## src/rtl/core/gmo_pkg.sv

```systemverilog
// Shared types, constants and tables of the gradient magnitude/orientation block.
`timescale 1ns / 1ps
`default_nettype none
package gmo_pkg;

  localparam int PIX_W    = 8;
  localparam int CH_N     = 3;
  localparam int GRAD_W   = 11;
  localparam int SQ_W     = 20;
  localparam int GXSQ_W   = 18;
  localparam int ZW       = 20;
  localparam int CORDIC_N = 17;

  localparam logic [15:0] PI_CODE     = 16'd25736;
  localparam logic [14:0] PI_CODE_M1  = 15'd25735;
  localparam logic [17:0] HALF_PI_Q16 = 18'd102944;

  localparam logic [16:0] ATAN_Q16 [CORDIC_N] = '{
    17'd51472, 17'd30386, 17'd16055, 17'd8150, 17'd4091, 17'd2047, 17'd1024,
    17'd512, 17'd256, 17'd128, 17'd64, 17'd32, 17'd16, 17'd8, 17'd4, 17'd2,
    17'd1
  };

  typedef enum logic [1:0] {
    REG_ROWS, REG_COLUMNS, REG_CH_COUNT, REG_FULL_CIRCLE
  } reg_idx_e;

  typedef enum logic [3:0] {
    ST_IDLE, ST_RD, ST_LN, ST_MAGS, ST_MAGW, ST_DIV, ST_QS, ST_QW,
    ST_KSQ, ST_YS, ST_YW, ST_CS, ST_CW, ST_OUT
  } state_e;

  typedef struct packed {
    logic signed [GRAD_W-1:0] gx;
    logic signed [GRAD_W-1:0] gy;
    logic [SQ_W-1:0]          s;
    logic [GXSQ_W-1:0]        gxsq;
  } lane_res_t;

endpackage
`default_nettype wire

```

## src/rtl/core/gmo_merge.sv

```systemverilog
// Merge of the channel lanes: keep the largest squared magnitude, lowest channel on a tie.
`timescale 1ns / 1ps
`default_nettype none
module gmo_merge (
  input  wire gmo_pkg::lane_res_t lanes_i [gmo_pkg::CH_N],
  input  wire logic [1:0]         ch_count_i,
  output gmo_pkg::lane_res_t      best_o
);
  always_comb begin
    best_o = lanes_i[0];
    if (ch_count_i >= 2'd2 && lanes_i[1].s > best_o.s) best_o = lanes_i[1];
    if (ch_count_i == 2'd3 && lanes_i[2].s > best_o.s) best_o = lanes_i[2];
  end
endmodule
`default_nettype wire

```

## config.mk

```make
export PLATFORM = sky130hd
export DESIGN_NAME = gmo_merge
export DESIGN_NICKNAME = d
export VERILOG_FILES = /design/src/rtl/core/gmo_pkg.sv /design/src/rtl/core/gmo_merge.sv
export SDC_FILE = /design/constraint.sdc
export NUM_CORES = 1
export LEC_CHECK = 0
export BUFFER_PORTS_ARGS = -buffer_cell sky130_fd_sc_hd__buf_4
export CAP_MARGIN = 10
export CORE_AREA = 2 2 93 95
export DETAILED_ROUTE_END_ITERATION = 16
export DIE_AREA = 0 0 95 97
export GPL_TIMING_DRIVEN = 0
export PLACE_DENSITY = 0.77
export SLEW_MARGIN = 20
export SYNTH_ARGS = -nofsm -noshare
export SYNTH_HDL_FRONTEND = slang
export SYNTH_SLANG_ARGS = --single-unit
```

## constraint.sdc

```tcl
create_clock -name vclk -period 4.6
set_input_delay 0.69 -clock vclk [all_inputs]
set_output_delay 0.69 -clock vclk [all_outputs]
set_load 0.02 [all_outputs]
```

# --- Yosys cells after proc, flatten, opt, wreduce, memory -nomap -nowiden ---
# Index checks and enable logic that the tools add are counted.
totals:
  reg_bits: 0
  inputBits: 182
  output_inout_bits: 60
  wordCells: 8
classes:
  n_lt_le_gt_ge: 3
  eq_ne: 1
  mux: 2
  reduce_logical: 2
ops:
  columns: ["operator", "count"]
  rows:
  - ["$mux W60", 2]
  - ["$gt A20 B20 Y1", 2]
  - ["$eq A2 B2 Y1 const B", 1]
  - ["$ge A2 B2 Y1 const B", 1]
  - ["$logic_and A1 B1 Y1", 2]

# --- Depth between registers and ports, before layout ---
logic_depth:
  depth_word: 6
  depth_mapped: 18

# --- Least setup slack after synthesis ---
# Ideal clock, no wire load.
synth_path:
  path_kind: "input to output"
  from: "input port lanes_i[149] (netlist bit)"
  to: "output port best_o[29] (netlist bit)"
  t_arrival_ns: 4.035
  required_ns: 3.910
  slack_ns: -0.125
  cell_stages: 17
  path_buffers: 3
  path_cell_list: "inv_1 -> ha_1 -> and4_1 -> nand4bb_1 -> a21o_1 -> nand4_1 -> clkbuf_1 -> nand3_1 -> and2_1 -> ha_1 -> nand4_1 -> nor4_2 -> o21ai_1 -> a31o_1 -> buf_2 -> buf_2 -> a31oi_1"
synth_rtl:
  columns: ["element", "line", "source"]
  rows:
  - ["from (decl)", "gmo_merge.sv:5", "input wire gmo_pkg::lane_res_t lanes_i [gmo_pkg::CH_N],"]
  - ["to (decl)", "gmo_merge.sv:7", "output gmo_pkg::lane_res_t best_o"]

==> results.ini <==
[status]
status = finished, violations left
violations = negative setup slack

[die]
dieArea_sq_um = 9215
initial_core_util = 0.3469
boundaryPins = 242
core.rowCount = 33
die_w_um = 95
coreArea_sq_um = 8134
die_h_um = 97

[synth]
synth_area_leaders = a311oi_1 19%, ha_1 18%, a31oi_1 13%, nand3_1 12%, o21ai_0 11%
yosys.area.top_type = a311oi_1
synth_cell_types = 25
synth.top_cell.area_share = 0.1863
syn_nets = 662
synth-seq-area-share = 0
ys_warn_count = 0
synthCells = 440
syn_avg_cell_area_sq_um = 6.412
synth_area_sq_um = 2821

[placed_design]
gp_congestion = 0.9340
io_buffers = 242
place_inst = 787
dp_hpwl_mm = 12.16

[final_layout]
finish.net_count = 954
final_common_cell = buf_4
drive_above_1_share = 0.7397
fillers = 193
synthToLayoutAreaGrowth_pct = 175.1
seq_cell_count = 0
multi_input_area_sq_um = 4323
clock_buffers = 0
fin_util = 0.9542
seq_area_sq_um = 0
final_cell_mix = 236 x buf_4, 48 x nand3_1, 45 x o21ai_0
fin_cells = 836

[grt]
grt_overflow_total = 0
grt_pass1_wl_mm = 31.08
track_usage = 0.4281
antenna_found_initial = 2
grt_pass1_vias = 5769
grt_max_degree = 11

[power_and_ir_drop]
pwr-share-seq = 0
ir_drop_uv = 109.0
p_sw_w = 0.0006970
swShare = 0.5378
total_power_w = 0.001296
p_int_w = 0.0005990
clock_power_share = 0
p_leak_nw = 2.982
power_frac_comb = 1.000
power_density_nw_per_um2 = 167.0

[route]
viasPerCell = 7.901
ant_nets = 0
dr_total_vias = 6605
drtPass1Iterations = 6
wire_per_inst_um = 34.89
wl_mm = 29.17
first_iter_violations = 1236
drc = 0

[setup_path]
path_max_fanout = 10
crit_path_end_kind = primary output
cp-start-kind = input pin
worstPathArrival_ps = 5130
crit_required_ps = 3910
critPathKind = in2out

[sta]
fin_ws_ps = -1222
fin_crit_sh = 1.266
max_freq_ghz = 0.1718
slew_headroom = 0.6122
slew_viol_final = 0
hold_viol_final = 0
period_minus_slack_ps = 5822
rsz0062_at_grt = yes
setup_violations = 60
worst_slew_pin_slew_ps = 575.6

[job]
drv_cap = 0

[min_path]
hp-class = in2out

## layer usage
metal / wire (um) / global-route usage / vias up
met4: 3703 / 0.2542 / 8
met1: 8768 / 0.4734 / 2965
met2: 12110 / 0.7267 / 869
met5: 181 / 0 / -
met3: 4413 / 0.1044 / 373
li1: - / - / 2390
## final timing paths
kind              depth (start not counted)         start    endpoint
setup / recovery                         22  lanes_i[153]  best_o[57]
hold / removal                            4   lanes_i[46]  best_o[46]
## timing repair
item | 4_1_cts | 5_1_grt
gates resized for setup | 309 | 115
pin swaps | 43 | 35
endpoints found under the setup margin | 60 | 60
cloned | 6 | 2
buffers inserted | 33 | 11
hold buffers | 0 | 0
## critical path, stage by stage
cell and delay, ps:
buf_8 90, inv_4 50, ha_4 300, nand4_1 280, nor2_1 310, nand3_1 220, and4_4 280, clkbuf_16 170
o21ai_2 230, and2_1 360, ha_1 320, nand4_1 140, buf_6 160, nor4_4 40, buf_4 170, nand2_2 110
nand3_4 120, buf_12 160, clkbuf_4 200, a311oi_1 430, a31oi_2 90, buf_4 180
## through the flow
step | instance area, sq um | hold slack [ps] | setup slack (ps) | setup TNS [ps]
finish | 7761 | 1777 | -1222 | -64520
global route | 7761 | 1787 | -1356 | -73170
CTS | 6998 | 1759 | -289.9 | -14330
detailed placement | 5045 | 1764 | -1278 | -74480
global placement | 5045 | 1762 | -1264 | -73410
floorplan | 3097 | 1589 | -98.11 | -2089
## power by group through the flow
stage	Combinational (W)	Clock, W	Sequential [W]
after global routing	0.00133	0.0000000000291	0
after detailed placement	0.000743	0	0
final	0.00130	0.0000000000292	0
after CTS	0.00101	0	0
after floorplan	0.000410	0	0
after global placement	0.000731	0	0
## synthesized netlist by cell type (all sizes together) (2+ instances only)
master and n:
nand3 65, o21ai 65, a311oi 60, a31oi 60, clkbuf 49, ha 40, inv 21, and2 19
a21oi 14, nand4 8, buf 7, a21o 6, nand2 6, and4 5, nor2b 3, o21a 3
nor2 2
## kinds of logic after synthesis
kind of cell	synth area share
compound gates	0.5007
simple gates	0.2164
fa+ha+maj	0.1774
buf+inv	0.1055
## final cells by class
cell class / instances / share of cell area
well taps: 105 / 0.01693
diodes: 1 / 0.0003224
plain buffers: 54 / 0.08560
inverters: 21 / 0.01241
multi-input cells: 363 / 0.5570
repair buffers: 292 / 0.3277
Note: power is estimated with default switching activity, not from simulation.
