--- config.mk ---
export PLATFORM = sky130hd
export DESIGN_NAME = gmo_cordic
export DESIGN_NICKNAME = d
export VERILOG_FILES = /design/src/rtl/core/gmo_pkg.sv /design/src/rtl/core/gmo_cordic.sv
export SDC_FILE = /design/constraint.sdc
export NUM_CORES = 1
export LEC_CHECK = 0
export ABC_AREA = 1
export BUFFER_PORTS_ARGS = -buffer_cell sky130_fd_sc_hd__buf_2
export CAP_MARGIN = 20
export CELL_PAD_IN_SITES_DETAIL_PLACEMENT = 1
export CELL_PAD_IN_SITES_GLOBAL_PLACEMENT = 2
export CORE_UTILIZATION = 35
export DETAILED_ROUTE_END_ITERATION = 6
export MAX_ROUTING_LAYER = met4
export PLACE_DENSITY = 0.84
export SLEW_MARGIN = 5
export SYNTH_ARGS = -nofsm -noshare
export SYNTH_HDL_FRONTEND = slang
export SYNTH_SLANG_ARGS = --single-unit
export TNS_END_PERCENT = 1
--- constraint.sdc ---
create_clock -name clk_i -period 6.4 [get_ports clk_i]
set_input_delay 0.64 -clock clk_i [delete_from_list [all_inputs] [get_ports clk_i]]
set_output_delay 0.64 -clock clk_i [all_outputs]
set_load 0.05 [all_outputs]
--- src/rtl/core/gmo_pkg.sv ---
// Shared types, constants and tables of the gradient magnitude/orientation block.
`timescale 1ns / 1ps
`default_nettype none
package gmo_pkg;

  localparam int PIX_W    = 8;
  localparam int CH_N     = 3;
  localparam int GRAD_W   = 11;
  localparam int SQ_W     = 20;
  localparam int GXSQ_W   = 18;
  localparam int ZW       = 20;
  localparam int CORDIC_N = 17;

  localparam logic [15:0] PI_CODE     = 16'd25736;
  localparam logic [14:0] PI_CODE_M1  = 15'd25735;
  localparam logic [17:0] HALF_PI_Q16 = 18'd102944;

  localparam logic [16:0] ATAN_Q16 [CORDIC_N] = '{
    17'd51472, 17'd30386, 17'd16055, 17'd8150, 17'd4091, 17'd2047, 17'd1024,
    17'd512, 17'd256, 17'd128, 17'd64, 17'd32, 17'd16, 17'd8, 17'd4, 17'd2,
    17'd1
  };

  typedef enum logic [1:0] {
    REG_ROWS, REG_COLUMNS, REG_CH_COUNT, REG_FULL_CIRCLE
  } reg_idx_e;

  typedef enum logic [3:0] {
    ST_IDLE, ST_RD, ST_LN, ST_MAGS, ST_MAGW, ST_DIV, ST_QS, ST_QW,
    ST_KSQ, ST_YS, ST_YW, ST_CS, ST_CW, ST_OUT
  } state_e;

  typedef struct packed {
    logic signed [GRAD_W-1:0] gx;
    logic signed [GRAD_W-1:0] gy;
    logic [SQ_W-1:0]          s;
    logic [GXSQ_W-1:0]        gxsq;
  } lane_res_t;

endpackage
`default_nettype wire

--- src/rtl/core/gmo_cordic.sv ---
// Iterative CORDIC vectoring: arccos code from the cosine step k and the sine leg.
`timescale 1ns / 1ps
`default_nettype none
module gmo_cordic #(
  parameter int AB = 11
) (
  input  wire logic              clk_i,
  input  wire logic              rst_ni,
  input  wire logic              start_i,
  input  wire logic signed [AB:0] k_i,
  input  wire logic [AB+15:0]    y0_i,
  output logic                   done_o,
  output logic [14:0]            code_o
);
  localparam int CW = AB + 19;

  logic signed [CW-1:0]         x_q, y_q, kx, sx, sy;
  logic signed [gmo_pkg::ZW-1:0] z_q, at;
  logic [4:0]                   i_q;
  logic                         run_q, done_q;
  logic [gmo_pkg::ZW-1:0]       zc, zr;

  function automatic logic signed [CW-1:0] shr_tz(logic signed [CW-1:0] v, logic [4:0] s);
    logic signed [CW-1:0] m;
    begin
      m = -v;
      shr_tz = v[CW-1] ? -(m >>> s) : (v >>> s);
    end
  endfunction

  assign kx = {{2{k_i[AB]}}, k_i, 16'b0};
  assign sx = shr_tz(x_q, i_q);
  assign sy = shr_tz(y_q, i_q);
  assign at = $signed({3'b000, gmo_pkg::ATAN_Q16[i_q]});

  always_ff @(posedge clk_i or negedge rst_ni) begin
    if (!rst_ni) begin
      run_q  <= 1'b0;
      done_q <= 1'b0;
    end else begin
      done_q <= 1'b0;
      if (start_i) begin
        run_q <= 1'b1;
      end else if (run_q && i_q == 5'(gmo_pkg::CORDIC_N - 1)) begin
        run_q  <= 1'b0;
        done_q <= 1'b1;
      end
    end
  end

  always_ff @(posedge clk_i) begin
    if (start_i) begin
      i_q <= '0;
      if (k_i[AB]) begin
        // rotate a left-half vector by -pi/2 first
        x_q <= $signed({3'b000, y0_i});
        y_q <= -kx;
        z_q <= $signed({2'b00, gmo_pkg::HALF_PI_Q16});
      end else begin
        x_q <= kx;
        y_q <= $signed({3'b000, y0_i});
        z_q <= '0;
      end
    end else if (run_q) begin
      i_q <= i_q + 5'd1;
      if (y_q > 0) begin
        x_q <= x_q + sy;
        y_q <= y_q - sx;
        z_q <= z_q + at;
      end else if (y_q < 0) begin
        x_q <= x_q - sy;
        y_q <= y_q + sx;
        z_q <= z_q - at;
      end
    end
  end

  always_comb begin
    zc = z_q[gmo_pkg::ZW-1] ? '0 : z_q;
    zr = (zc + gmo_pkg::ZW'(4)) >> 3;
    code_o = (zr > gmo_pkg::ZW'(gmo_pkg::PI_CODE_M1)) ? gmo_pkg::PI_CODE_M1 : zr[14:0];
  end

  assign done_o = done_q;
endmodule
`default_nettype wire

---- Word level (Yosys, flattened, before mapping) ----
Memories as Yosys holds them, arrays and structs flattened.
Index checks and enable logic that the tools add are counted.
operators by class
  mux-type cells .......................... 25
  eq/ne operators ......................... 1
  bitwise logic cells ..................... 1
  shift operators ......................... 4
  reductions and logical operators ........ 5
  $add $sub $neg .......................... 13
  $lt $le $gt $ge ......................... 4
operators with widths
  kind                     number
  $mux W30                 11
  $neg A30 Y30             4
  $sshr A30 B5 Y30         4
  $mux W20                 4
  $add A30 B30 Y30         2
  $sub A30 B30 Y30         2
  $mux W17                 3
  $gt A30 B1 Y1 const B    1
  $lt A30 B1 Y1 const B    1
  $neg A28 Y30             1
  $mux W27                 1
  $add A19 B3 Y20 const B  1
  $add A20 B18 Y20         1
  $sub A20 B18 Y20         1
  $mux W19                 1
  $gt A17 B15 Y1 const B   1
  $mux W15                 1
  $ge A6 B6 Y1 const B     1
  $not A5 Y6               1
  $add A5 B1 Y5 const B    1
  $eq A5 B5 Y1 const B     1
  $mux W1                  4
  $reduce_bool A2 Y1       2
  $reduce_bool A3 Y1       1
  2 further kinds          2
word-level totals
  bits in read-only memories .............. 544
  memories ................................ 1
  input bits .............................. 42
  bits in registers ....................... 87
memory list
  memory            depth  bits a word  read ports  clocked after memory_dff  write ports  RTL line          RTL
  (name not given)  32     17           1           0                         0            gmo_cordic.sv:34  assign at = $signed({3'b000, gmo_pkg::ATAN_Q16[i_q]});

---- Depth between registers and ports, before layout ----
  depth after elaboration ................. 9
  gate-level depth with buffers ........... 49
  gate-level depth less buffers ........... 49

---- Least setup slack after synthesis ----
OpenSTA, ideal clock, no wires.
  path kind ............................... register to register
  from .................................... reg x_q[1]
  to ...................................... reg y_q[28], data pin
  data required time ...................... 6.141 ns
  arrival ................................. 5.375 ns
  setup time .............................. 0.259 ns
  setup slack ............................. 0.766 ns
  path buffers ............................ 1
  clock period less this slack ............ 5.634 ns
  stages on the path, launching flop included .. 42
  path through ............................ edfxtp_1 -> inv_1 -> ha_1 -> nand3_2 -> nor2_4 -> buf_6 -> nand3_1 -> nand2_1 -> nand3_1 -> nand3_1 -> nand3_1 -> nand3_1 -> nand2_2 -> a21oi_4 -> ha_1 -> nand3_2 -> nor2_4 -> nand3_4 -> [... 6 more ...] -> nor2_4 -> nor2_1 -> xnor2_1 -> inv_1 -> ha_1 -> a21oi_1 -> o21ai_0 -> o21bai_1 -> a21boi_0 -> o21ai_0 -> a21oi_1 -> o21ai_0 -> a21boi_0 -> nor2_1 -> nor2_1 -> o21bai_1 -> o21ai_0 -> a21oi_1
on the way
  cells in the longest elaborated chain, start to end .. 9
  elaborated cells on any way between the ends .. 11
  those cells by class .................... 4 x add/sub; 2 x shift; 5 x mux
ends and longest elaborated chain
  element                 RTL line          RTL
  start, declared         gmo_cordic.sv:17  logic signed [CW-1:0] x_q, y_q, kx, sx, sy;
  start signal, assigned  gmo_cordic.sv:56  x_q <= $signed({3'b000, y0_i});
  start signal, assigned  gmo_cordic.sv:60  x_q <= kx;
  start signal, assigned  gmo_cordic.sv:67  x_q <= x_q + sy;
  $neg A30 Y30            gmo_cordic.sv:26  m = -v;
  $sshr A30 B5 Y30        gmo_cordic.sv:27  shr_tz = v[CW-1] ? -(m >>> s) : (v >>> s);
  $neg A30 Y30            gmo_cordic.sv:27
  $mux W30 *              gmo_cordic.sv:27
  $add A30 B30 Y30        gmo_cordic.sv:72  y_q <= y_q + sx;
  $mux W30                gmo_cordic.sv:70  end else if (y_q < 0) begin
  $mux W30 *              gmo_cordic.sv:66  if (y_q > 0) begin
  $mux W30 *              gmo_cordic.sv:64  end else if (run_q) begin
  $mux W30 *              gmo_cordic.sv:52  if (start_i) begin
  end signal, assigned    gmo_cordic.sv:57  y_q <= -kx;
  end signal, assigned    gmo_cordic.sv:68  y_q <= y_q - sx;
  end signal, assigned    gmo_cordic.sv:72
  end, declared           gmo_cordic.sv:17
Mark *: on every way between the ends. The rest lies on a longest branch, timed or not. The select of a mux whose other input is x is not followed.
A chain may end at the register's enable or synchronous reset.

---- Final worst setup path ----
  from .................................... reg x_q[0]
  to ...................................... reg y_q[28], data pin
Same word-level chain as after synthesis.

==> results.sh <==
export IMPL_status="complete, no violations"
export IMPL_placed_cells=4685
export IMPL_area_growth_pct=28.9
export IMPL_max_stage_delay_ps=420
export IMPL_die_width_um=244
export IMPL_io_buffers=57
export IMPL_post_route_util=0.457
export IMPL_fmax_mhz=161
export IMPL_cts_tree="yes"
export IMPL_p_int_w=0.00751
export IMPL_antenna_found_initial=2
export IMPL_critical_path_top_delay_family="simple AND/OR/NAND/NOR gates"
export IMPL_p_seq_frac=0.078
export IMPL_p_leak_nw=13.1
export IMPL_hold_viol=0
export IMPL_cts_max_level=3
export IMPL_slew_viol_final=0
export IMPL_grt_max_degree=80
export IMPL_rsz0062_at_grt="yes"
export IMPL_start_util=0.354
export IMPL_ant_nets=0
export IMPL_finalCritPeriodShare=0.968
export IMPL_slowest_stage="edfxtp_1"
export IMPL_cts_sinks=87
export IMPL_finalNetCount=4147
export IMPL_core_area_um2=57800
export IMPL_avgSynthCellArea_um2=5.64
export IMPL_critPathArrivalTime_ps=6320
export IMPL_crit_buf_inv=5
export IMPL_worst_path_max_fanout=6
export IMPL_grtUsageMet2=0.538
export IMPL_grt_use_met3=0.0336
export IMPL_synth_top_area_cell="nand2_1"
export IMPL_vias=27000
export IMPL_fp_row_count=88
export IMPL_yosys_warnings=0
export IMPL_ys_ff_latch=87
export IMPL_critPathKind="reg -> reg"
export IMPL_dp_hpwl_um=84200
export IMPL_power_w=0.0179
export IMPL_grt_pass1_wl_um=152000
export IMPL_grt_use_met1=0.456
export IMPL_synthCells=3632
export IMPL_regArea_um2=2570
export IMPL_post_route_cells_drive_above_1_share=0.250
export IMPL_busiest_layer="met2"
export IMPL_synth_commonest_cells="993 x nand2_1, 493 x nand3_1, 393 x inv_1, 370 x nor2_1, 264 x o21ai_0"
export IMPL_instances_no_fill=4774
export IMPL_path_clk_slew_ps=80
export IMPL_viasPerCell=5.65
export IMPL_p_clk_frac=0.031
export IMPL_grt_usage=0.340
export IMPL_place_gp_congestion=1.01
export IMPL_combPwrFrac=0.891
export IMPL_die_area_um2=59500
export IMPL_cp_required_ps=6530
export IMPL_whs_ps=34.7
export IMPL_hold_path_class="in -> async"
export IMPL_synth_seq_area_share=0.125
export IMPL_cts_root_buf="clkbuf_16"
export IMPL_endpoint_kind="flop"
export IMPL_io_pins=58
export IMPL_synth_edf_count=80
export IMPL_ir_worst_vdd_mv=0.415
export IMPL_synth_area_top_cells="nand2_1 18%, nand3_1 12%, edfxtp_1 12%"
export IMPL_multi_input_area_um2=17100
export IMPL_cp_common_cell="nand2_1"
export IMPL_setup_viol=0
export IMPL_clockBufferDepth=2
export IMPL_wirelength_um=105000
export IMPL_async_flop_share=0.0230
export IMPL_drcViolationCount=0
export IMPL_switchingPower_w=0.0104
export IMPL_cts_made_buffers=9
export IMPL_fp_dieH_um=244
export IMPL_min_period_ps=6190
export IMPL_switching_share=0.580
export IMPL_worst_pin_slew_ps=1070
export IMPL_cap_violations=0
export IMPL_yosys_area_top_type_share=0.182
export IMPL_synth_flop_cell="edfxtp_1"
export IMPL_power_density_nw_per_um2=678
export IMPL_grt_pass1_vias=25500
export IMPL_grt_ovfl_total=0
export IMPL_routedWlPerCell_um=21.9
export IMPL_initialDrtViolationCount=2444
export IMPL_relSlewSlack=0.282
export IMPL_startpoint_type="flop"
export IMPL_synth_most_common_cell="nand2_1"
export IMPL_synth_cell_types=62
export IMPL_fin_skew_ps=9.86
export IMPL_netlist_area_um2=20500
export IMPL_syn_nets=3775
export IMPL_drt_pass1_iterations=6
export IMPL_cts_hold_buffers=0
export IMPL_clk_latency_ps=370
export IMPL_fill_cells=7999
[worst register-to-register path, delay by kind of cell, from the launching register on]
family / cells / cell delay, ps
AOI/OAI and AO/OA: 11 / 1510
xor gates and xnor gates: 1 / 180
adders and majority gates: 3 / 700
buffers and inverters: 5 / 510
DFF: 1 / 420
and+or+nand+nor: 24 / 2650
[path summary, 6_finish.rpt]
| path | start | endpoint | slack, ps | cells past startpoint |
|---|---|---|---|---|
| setup reg to reg | x_q[0]$_DFFE_PP_ | y_q[28]$_DFFE_PP_ | 210 | 44 |
| min in group clk_i | y0_i[26] | y_q[26]$_DFFE_PP_ | 590 | 3 |
| hold reg to reg | run_q$_DFFE_PN0P_ | done_o$_DFF_PN0_ | 670 | 2 |
| setup / recovery | x_q[0]$_DFFE_PP_ | y_q[28]$_DFFE_PP_ | 210 | 44 |
| hold / removal | rst_ni | done_o$_DFF_PN0_ | 30 | 1 |
| max in group asynchronous | rst_ni | run_q$_DFFE_PN0P_ | 6270 | 1 |
[cell type report]
class / instances / area share
repair buffers: 513 / 0.149
clock buffers: 9 / 0.00853
clock inverters: 6 / 0.00194
diodes: 1 / 0.0000948
multi-input cells: 2972 / 0.646
flip-flops and latches: 87 / 0.0972
well taps: 765 / 0.0362
inverters: 421 / 0.0600
[power groups by stage]
stage                     registers (W)  logic [W]  clock network [W]
after floorplan                 0.00131    0.00832                  0
final                           0.00140     0.0159           0.000556
after CTS                       0.00140     0.0142           0.000555
after global placement          0.00143     0.0137                  0
after global routing            0.00141     0.0172           0.000569
after detailed placement        0.00145     0.0139                  0
[per-layer routing]
metal	part of all wire	vias up	wire, µm
met4	0.036	0	3770
met5	0	-	0
li1	-	12800	-
met2	0.45	927	47500
met3	0.065	172	6810
met1	0.44	13100	46500
[registers in the layout (all words and copies together), names as in the netlist]
register and count:
x_q 30, z_q 20, run_q 1, done_o 1, i_q 5, y_q 30
[cell usage in the layout (no fill, tap or decap), types with 47 or more instances in the layout]
cell        n
a21oi_1   131
buf_2      57
buf_4     431
edfxtp_1   80
ha_1       84
inv_1     382
mux2i_1    49
nand2_1   942
nand2_2    88
nand3_1   418
nand3_2    95
nand4_1    54
nor2_1    309
nor2_2     76
nor2_4     47
o21ai_0   244
xor2_1     73
[through the flow]
step,setup TNS (ps),setup WS [ps],instance area (µm²)
final,0,205,26400
after detailed placement,-1660,-396,24100
after CTS,-48.6,-24.6,24500
after global routing,-1220,-171,26400
after floorplan,0,766,20500
after global placement,-736,-279,24100
[kinds of logic after synthesis]
group	count (synthesis)	share of synthesized area
and+or+nand+nor	2111	0.461
AOI/OAI and AO/OA	582	0.162
buffers and inverters	574	0.111
xor gates and xnor gates	128	0.0547
adders and majority gates	101	0.0628
DFF	87	0.125
muxes	49	0.0240
[repair_timing]
item,CTS,global route
buffers inserted,7,64
resized for setup,16,339
setup endpoints to repair,12,30
gates cloned,0,3
pin swaps,1,111
Power figures use the tool's default switching activity.
