`config.mk`:
```
export PLATFORM = sky130hd
export DESIGN_NAME = gmo_lane
export DESIGN_NICKNAME = d
export VERILOG_FILES = /design/src/rtl/core/gmo_pkg.sv /design/src/rtl/core/gmo_lane.sv
export SDC_FILE = /design/constraint.sdc
export NUM_CORES = 1
export LEC_CHECK = 0
export BUFFER_PORTS_ARGS = -buffer_cell sky130_fd_sc_hd__buf_2
export CAP_MARGIN = 10
export CORE_MARGIN = 4
export CORE_UTILIZATION = 40
export DETAILED_ROUTE_END_ITERATION = 10
export GPL_ROUTABILITY_DRIVEN = 0
export PLACE_DENSITY = 0.72
export SYNTH_ARGS = -nofsm -noshare
export SYNTH_HDL_FRONTEND = slang
export SYNTH_SLANG_ARGS = --single-unit
```
`constraint.sdc`:
```
create_clock -name vclk -period 16.1
set_input_delay 4.025 -clock vclk [all_inputs]
set_output_delay 4.025 -clock vclk [all_outputs]
set_load 0.05 [all_outputs]
```
`src/rtl/core/gmo_pkg.sv`:
```
// Shared types, constants and tables of the gradient magnitude/orientation block.
`timescale 1ns / 1ps
`default_nettype none
package gmo_pkg;

  localparam int PIX_W    = 8;
  localparam int CH_N     = 3;
  localparam int GRAD_W   = 11;
  localparam int SQ_W     = 20;
  localparam int GXSQ_W   = 18;
  localparam int ZW       = 20;
  localparam int CORDIC_N = 17;

  localparam logic [15:0] PI_CODE     = 16'd25736;
  localparam logic [14:0] PI_CODE_M1  = 15'd25735;
  localparam logic [17:0] HALF_PI_Q16 = 18'd102944;

  localparam logic [16:0] ATAN_Q16 [CORDIC_N] = '{
    17'd51472, 17'd30386, 17'd16055, 17'd8150, 17'd4091, 17'd2047, 17'd1024,
    17'd512, 17'd256, 17'd128, 17'd64, 17'd32, 17'd16, 17'd8, 17'd4, 17'd2,
    17'd1
  };

  typedef enum logic [1:0] {
    REG_ROWS, REG_COLUMNS, REG_CH_COUNT, REG_FULL_CIRCLE
  } reg_idx_e;

  typedef enum logic [3:0] {
    ST_IDLE, ST_RD, ST_LN, ST_MAGS, ST_MAGW, ST_DIV, ST_QS, ST_QW,
    ST_KSQ, ST_YS, ST_YW, ST_CS, ST_CW, ST_OUT
  } state_e;

  typedef struct packed {
    logic signed [GRAD_W-1:0] gx;
    logic signed [GRAD_W-1:0] gy;
    logic [SQ_W-1:0]          s;
    logic [GXSQ_W-1:0]        gxsq;
  } lane_res_t;

endpackage
`default_nettype wire

```
`src/rtl/core/gmo_lane.sv`:
```
// One channel lane: central differences, doubled at the image edges, and squared magnitude.
`timescale 1ns / 1ps
`default_nettype none
module gmo_lane (
  input  wire logic [gmo_pkg::PIX_W-1:0] right_i,
  input  wire logic [gmo_pkg::PIX_W-1:0] left_i,
  input  wire logic [gmo_pkg::PIX_W-1:0] below_i,
  input  wire logic [gmo_pkg::PIX_W-1:0] above_i,
  input  wire logic                      hf2_i,
  input  wire logic                      vf2_i,
  output gmo_pkg::lane_res_t             res_o
);
  logic signed [gmo_pkg::PIX_W:0]      dx, dy;
  logic signed [gmo_pkg::GRAD_W-1:0]   gx, gy;
  logic signed [2*gmo_pkg::GRAD_W-1:0] gx2, gy2;

  always_comb begin
    dx  = $signed({1'b0, right_i}) - $signed({1'b0, left_i});
    dy  = $signed({1'b0, below_i}) - $signed({1'b0, above_i});
    gx  = hf2_i ? {dx[gmo_pkg::PIX_W], dx, 1'b0} : {{2{dx[gmo_pkg::PIX_W]}}, dx};
    gy  = vf2_i ? {dy[gmo_pkg::PIX_W], dy, 1'b0} : {{2{dy[gmo_pkg::PIX_W]}}, dy};
    gx2 = gx * gx;
    gy2 = gy * gy;
    res_o.gx   = gx;
    res_o.gy   = gy;
    res_o.gxsq = gx2[gmo_pkg::GXSQ_W-1:0];
    res_o.s    = gx2[gmo_pkg::SQ_W-1:0] + gy2[gmo_pkg::SQ_W-1:0];
  end
endmodule
`default_nettype wire

```
=== Yosys cells after proc, flatten, opt, wreduce, memory -nomap -nowiden ===
Cells that the tools add are included.

* Output and inout bits: 60
* Bits of input ports: 34
* Register bits after elaboration: 0

* Multipliers: 2
* Muxes and demuxes: 2
* Add/sub/neg operators: 3

{| class="wikitable"
|+ Operators with widths
! cell !! count
|-
| multiplier 10 x 10 -> 20 bit || 2
|-
| adder 20 bit || 1
|-
| two-way mux 9 bit || 2
|-
| subtractor 8 x 8 -> 9 bit || 2
|}

=== Logic depth before layout (Yosys ltp) ===
Gate-level depths: netlist of run 1.

* Depth after elaboration: 4
* Mapped depth: 45
* Gate-level depth less buffers: 44

=== Worst setup path after synthesis of run 1 ===
Ideal clock, no wire load.

* Path kind: input -> output
* Start point: input right_i[0] (netlist bit)
* End point: output res_o[37] (netlist bit)
* Slack: -2.478 ns
* Path buffers: 0
* Data arrival time: 14.553 ns
* Cell stages on the path: 42
* Cells stage by stage: inv_1 -> ha_1 -> inv_1 -> fa_1 -> a21o_1 -> a21oi_2 -> o21ai_1 -> a21o_1 -> a31oi_1 -> nor2_1 -> a221oi_4 -> inv_2 -> nor2_1 -> fa_1 -> fa_1 -> fa_1 -> fa_1 -> inv_1 -> [6 not listed] -> a221o_1 -> a21o_1 -> a21oi_1 -> xnor2_1 -> ha_1 -> inv_1 -> fa_1 -> fa_1 -> fa_1 -> inv_1 -> ha_1 -> o21a_1 -> o21ai_0 -> nand2b_1 -> a21oi_1 -> a21oi_1 -> xnor2_1 -> xnor2_1

{| class="wikitable"
|+ RTL lines
! element !! line !! text
|-
| from (decl) || gmo_lane.sv:5 || <nowiki>input wire logic [gmo_pkg::PIX_W-1:0] right_i,</nowiki>
|-
| to (decl) || gmo_lane.sv:11 || <nowiki>output gmo_pkg::lane_res_t res_o</nowiki>
|}

==> impl_summary.txt, run 1 <==
----------------------------------------------------
[Outcome]
  Run status ... complete, but fails checks
  Failing checks ... negative setup slack

[Layout]
  Filler cells ... ~1900
  Fraction of layout instances using a drive strength above 1 ... a little over a third
  Layout overhead on the synthesized area ... 40.0%
  Antenna Diode Count ... 0
  Most frequent cells in the layout ... sky130_fd_sc_hd__inv_1, sky130_fd_sc_hd__buf_4, sky130_fd_sc_hd__fa_1
  Nets ... approximately 1700
  Clock tree buffer count of the final layout ... 0
  Most common cell after layout, fill and taps aside ... sky130_fd_sc_hd__inv_1
  Final design instance area without fill ... ~0.012 sq mm
  Seq_cells ... 0
  Sequential cell area ... 0 sq um

[STA]
  Final WS setup ... -0.980 ns
  Setup repair after global routing missed its margin ... true
  Worst Max-Slew Pin Slew ... roughly 0.99 ns
  Worst rel slew slack ... between 30% and 40%
  Upper clock frequency limit ... 58.5 MHz
  Final hold violation count ... 0
  # setup viols final ... 12
  Part of the cycle the worst path needs ... 106%
  Number of slew-limit violations in the final report ... 0
  Time the final worst path needs with I/O delays and setup ... between 15 and 20 ns

[Die]
  Core area ... between 0.02 and 0.025 sq mm
  Count of pins on the block boundary ... 94
  Initial Util ... 40.7%
  Standard-cell row count ... 54
  Vertical extent of the die ... approximately 160 um
  Area of the die ... between 0.02 and 0.025 sq mm
  Horizontal die dimension ... roughly 160 um

[Place]
  Placed wire-length estimate after detailed placement ... 18.9 mm
  Area of placed instances ... between 0.01 and 0.015 sq mm
  Total of buffers placed on input and output ports ... 93

[Global route]
  Number of antenna violations at the first check in global routing ... 0
  Wire length of the first global-routing pass ... about 38 mm
  Remaining global-route overflow ... 0
  Pin count of the biggest net entering global routing ... 16
  Overall Global Routing Usage ... between 10% and 20%
  Number of global-route vias before repair ... 8229

[Routing]
  Drt first pass iters ... 5
  Total number of vias ... roughly 7700
  Via density per instance ... between 4 and 5
  DRC violations left ... 0
  Initial drt markers ... 378
  Per-cell routed wire length ... between 10 and 15 um
  Antenna viol nets, final ... 0
  Overall routed net length ... 22.2 mm

[Critical path]
  Crit path top cell by count ... sky130_fd_sc_hd__fa_1
  Worst setup startpoint ... right_i[1]
  Crit path arrival time ... between 10 and 15 ns
  CP peak stage delay ... just under 0.6 ns
  Worst Setup Start Kind ... primary input
  Kind of capture point of the worst setup path ... output port
  Critical setup path kind ... in2out
  Critical Path RT ... ~12 ns
  Slowest-stage cell, CP ... sky130_fd_sc_hd__fa_1
  Critical path capture point ... res_o[37]
  Largest fanout on the critical path ... 4

[Synthesis]
  Post-synth cell types ... 63
  Register area share after synthesis ... 0%
  Number of warnings reported in the yosys synthesis log ... 0
  Mapped Nets ... about 1400
  Mean Syn Cell Area ... roughly 8.5 sq um
  Cell Area, Synth ... 0.00884 sq mm
  Synthesized instance count ... about 1000

[Clocking]
  Total of hold buffers inserted after clock tree synthesis ... 0

[Run]
  Max-capacitance violation count ... 0

[Min path]
  Worst hold-check path type ... in2out

----------------------------------------------------
-- how the worst min path moves through the flow --
stage | startpoint | end | slack, ns | cells after the start
finish | vf2_i | res_o[44] | 8.71 | 3
global route | vf2_i | res_o[44] | 8.72 | 3
CTS | vf2_i | res_o[44] | 8.70 | 3
detailed placement | vf2_i | res_o[44] | 8.70 | 3
global placement | vf2_i | res_o[44] | 8.69 | 3
floorplan | left_i[0] | res_o[0] | 8.47 | 4
-- repair_timing --
action,CTS,global route
pin swaps,58,91
setup endpoints to repair,12,12
cloned,0,0
resized for setup,103,81
buffers inserted,14,21
-- final cells by class --
type	instances	area, sq um	area share [%]
multi-input combinational	713	8730	70.5
inverter	306	1170	9.47
tap	280	350	2.83
timing repair buffer	290	2130	17.2
-- cell usage after synthesis (all sizes together) (2+ instances only) --
master,number,area [sq um]
a211oi,3,22.5
a21boi,2,15.0
a21o,17,135
a21oi,37,189
a22o,5,43.8
a22oi,7,52.6
a31oi,4,25.0
and2,12,75.1
and3,5,31.3
buf,12,76.3
clkbuf,7,26.3
clkinv,2,12.5
fa,176,3520
ha,130,1630
inv,304,1140
mux2,3,41.3
mux2i,4,52.6
nand2,76,290
nand2b,7,43.8
nand3,2,10.0
nand4,3,18.8
nor2,85,329
nor2b,5,31.3
nor3,5,25.0
nor4,3,18.8
o211ai,3,22.5
o21a,10,75.1
o21ai,19,106
o21bai,6,45.0
o31ai,2,15.0
or2,3,18.8
or3,2,12.5
xnor2,47,412
xor2,14,123
-- cells by family after synthesis --
group | count (synthesis) | share of synthesized area (%)
other | 1 | 0.0424
adder cells (fa/ha/maj) | 306 | 58.2
buffers and inverters | 325 | 14.2
multiplexers | 7 | 1.06
AO/OA/AOI/OAI | 127 | 9.93
XOR/XNOR | 61 | 6.04
AND/OR/NAND/NOR | 211 | 10.5
-- worst max-delay path, delay by kind of cell --
family                   cells  cell delay (ns)
adder cells (fa/ha/maj)     12             4.95
buffers and inverters        8             0.77
AO/OA/AOI/OAI               11             1.56
multiplexers                 1             0.34
XOR/XNOR                     2             0.36
AND/OR/NAND/NOR              6             1.01
-- stage by stage --
step | std cells | utilization [%] | hold WS, ns | setup slack [ns] | setup TNS, ns
after detailed placement | 1559 | 52.2 | 8.70 | -1.30 | -9.62
final | 1589 | 56.9 | 8.71 | -0.980 | -6.95
after floorplan | 1038 | - | 8.47 | -1.57 | -9.26
after CTS | 1573 | 54.5 | 8.70 | -1.02 | -6.13
after global placement | 1559 | 52.2 | 8.69 | -1.09 | -8.03
after global routing | 1589 | 56.9 | 8.72 | -1.40 | -11.02
-- layer usage --
| layer | track usage, % | vias to the layer above | part of all wire, % |
|---|---|---|---|
| met4 | 3.22 | 0 | 1.9 |
| met5 | 0 | - | 0 |
| met2 | 33.9 | 155 | 52 |
| met1 | 24.6 | 3780 | 42 |
| met3 | 0.553 | 30 | 3.4 |
| li1 | - | 3685 | - |
Power of run 1 is not shown: default switching activity piles up to over one toggle a cycle in this logic, so the estimate is an artifact.
==> inputs of run 2 (changes only) <==
CORE_ASPECT_RATIO = 0.9   (was not set)
GPL_ROUTABILITY_DRIVEN = not set   (was 0)
==> impl_summary.txt, run 2 (synthesized netlist as in run 1, its figures left out) <==
----------------------------------------------------
[Layout]
  Sequential cell area ... 0 sq um (unchanged)
  Clock tree buffer count of the final layout ... 0 (unchanged)
  Antenna Diode Count ... 0 (unchanged)
  Most common cell after layout, fill and taps aside ... sky130_fd_sc_hd__inv_1
  Nets ... 1670 (+1.2%)
  Seq_cells ... 0 (unchanged)
  Fraction of layout instances using a drive strength above 1 ... 36.1% (+0.088 points)
  Layout overhead on the synthesized area ... 41.3%
  Post-route insts no fill ... 1619 (+1.9%)
  Most frequent cells in the layout ... sky130_fd_sc_hd__inv_1, sky130_fd_sc_hd__buf_4, sky130_fd_sc_hd__fa_1
  Filler cells ... 1865 (-1.5%)

[Place]
  Total of buffers placed on input and output ports ... 93 (unchanged)
  Weighted congestion at the end of routability-driven global placement ... about 0.86
  Placed cell count ... 1566 (+0.45%)
  Placed wire-length estimate after detailed placement ... 18.9 mm (about the same)

[STA]
  Number of slew-limit violations in the final report ... 0 (unchanged)
  Setup total negative slack ... -8.09 ns (-1.14 ns)
  # setup viols final ... 11 (-1)
  Final hold violation count ... 0 (unchanged)
  Worst Max-Slew Pin Slew ... 0.898 ns (-0.0920 ns)
  Worst rel slew slack ... 40.1% (+6.1 points)
  Upper clock frequency limit ... 57.9 MHz (-1.1%)
  Final WS setup ... -1.16 ns (-0.182 ns)
  Time the final worst path needs with I/O delays and setup ... 17.26 ns (+0.182 ns)
  Part of the cycle the worst path needs ... 107% (+1.1 points)
  Setup repair after global routing missed its margin ... true

[Run]
  Max-capacitance violation count ... 0 (unchanged)

[Critical path]
  Critical Path RT ... 12.07 ns (about the same)
  Largest fanout on the critical path ... 5 (+1)
  Crit path top cell by count ... sky130_fd_sc_hd__buf_4
  Critical setup path kind ... in2out
  Kind of capture point of the worst setup path ... output port
  Slowest-stage cell, CP ... sky130_fd_sc_hd__fa_1
  Crit path arrival time ... 13.24 ns (+0.19 ns)
  CP peak stage delay ... 0.52 ns (-0.06 ns)
  Worst Setup Start Kind ... primary input

[Min path]
  Worst hold-check path type ... in2out
  WHS Path Cells ... 3 (unchanged)
  End point of the most critical hold path ... res_o[44]
  Worst Hold Launch ... vf2_i

[Routing]
  Overall routed net length ... 22.7 mm (+2.1%)
  Drt first pass iters ... 5 (unchanged)
  Antenna viol nets, final ... 0 (unchanged)
  DRC violations left ... 0 (unchanged)
  Initial drt markers ... 376 (-0.53%)
  Total number of vias ... 7726 (+0.99%)
  Via density per instance ... 4.77 (-0.88%)
  Per-cell routed wire length ... 14.0 um (+0.20%)

[Global route]
  Wire length of the first global-routing pass ... 39.8 mm (+5.3%)
  Number of global-route vias before repair ... 8484 (+3.1%)
  Number of antenna violations at the first check in global routing ... 0 (unchanged)
  Remaining global-route overflow ... 0 (unchanged)
  Pin count of the biggest net entering global routing ... 16 (unchanged)
  Overall Global Routing Usage ... 19.6% (+1.2 points)

[Outcome]
  Failing checks ... negative setup slack
  Run status ... complete, but fails checks

[Die]
  Vertical extent of the die ... 149 um (-4.9%)
  Area of the die ... 0.0246 sq mm (about the same)
  Core area ... 0.0217 sq mm (-0.28%)
  Standard-cell row count ... 51 (-5.6%)
  Initial Util ... 40.8% (+0.11 points)
  Count of pins on the block boundary ... 94 (unchanged)
  Horizontal die dimension ... 165 um (+5.1%)

----------------------------------------------------
run 2: worst max path at each step:
| stage | from | end | slack [ns] | cells after the start |
|---|---|---|---|---|
| floorplan | right_i[0] | res_o[37] | -1.57 | 40 |
| global placement | right_i[0] | res_o[37] | -1.26 | 43 |
| global route | right_i[0] | res_o[16] | -1.48 | 57 |
| CTS | right_i[0] | res_o[37] | -1.03 | 43 |
| detailed placement | right_i[0] | res_o[37] | -1.50 | 43 |
| finish | right_i[1] | res_o[16] | -1.16 | 54 |
run 2: cell type report:
class,instances,area (sq um),area share (%)
Timing Repair Buffer,309,2270,18.1
Tap cell,291,364,2.91
Inverter,306,1180,9.44
Multi-Input combinational cell,713,8690,69.5
run 2: timing repair:
action | in CTS | in global routing
hold buffers | 0 | 0
buffers inserted | 46 | 10
gates resized for setup | 123 | 53
pin swaps | 83 | 60
setup endpoints to repair | 12 | 13
run 2: worst max-delay path: cells and delay by family:
kind                     cells  cell delay, ns
AND/OR/NAND/NOR              4            0.43
adder cells (fa/ha/maj)      7            2.98
AO/OA/AOI/OAI                8            1.43
buffers and inverters       34            4.02
multiplexers                 1            0.34
run 2: through the flow:
step	worst slack (ns)	instance area, sq um	utilization [%]	hold slack, ns
global placement	-1.26	11300	52.3	8.69
CTS	-1.03	12200	56.3	8.69
detailed placement	-1.50	11300	52.3	8.69
finish	-1.16	12500	57.6	8.70
floorplan	-1.57	9380	-	8.47
global route	-1.48	12500	57.6	8.70
run 2: routing by layer:
layer  GRT usage [%]  up-vias  share of wire (%)
met2            35.4      191                 51
met4            1.87        0                1.6
li1                -     3720                  -
met1            27.0     3787                 42
met3            1.44       28                5.3
met5               0        -                  0
Power of run 2 is left out for the same reason.
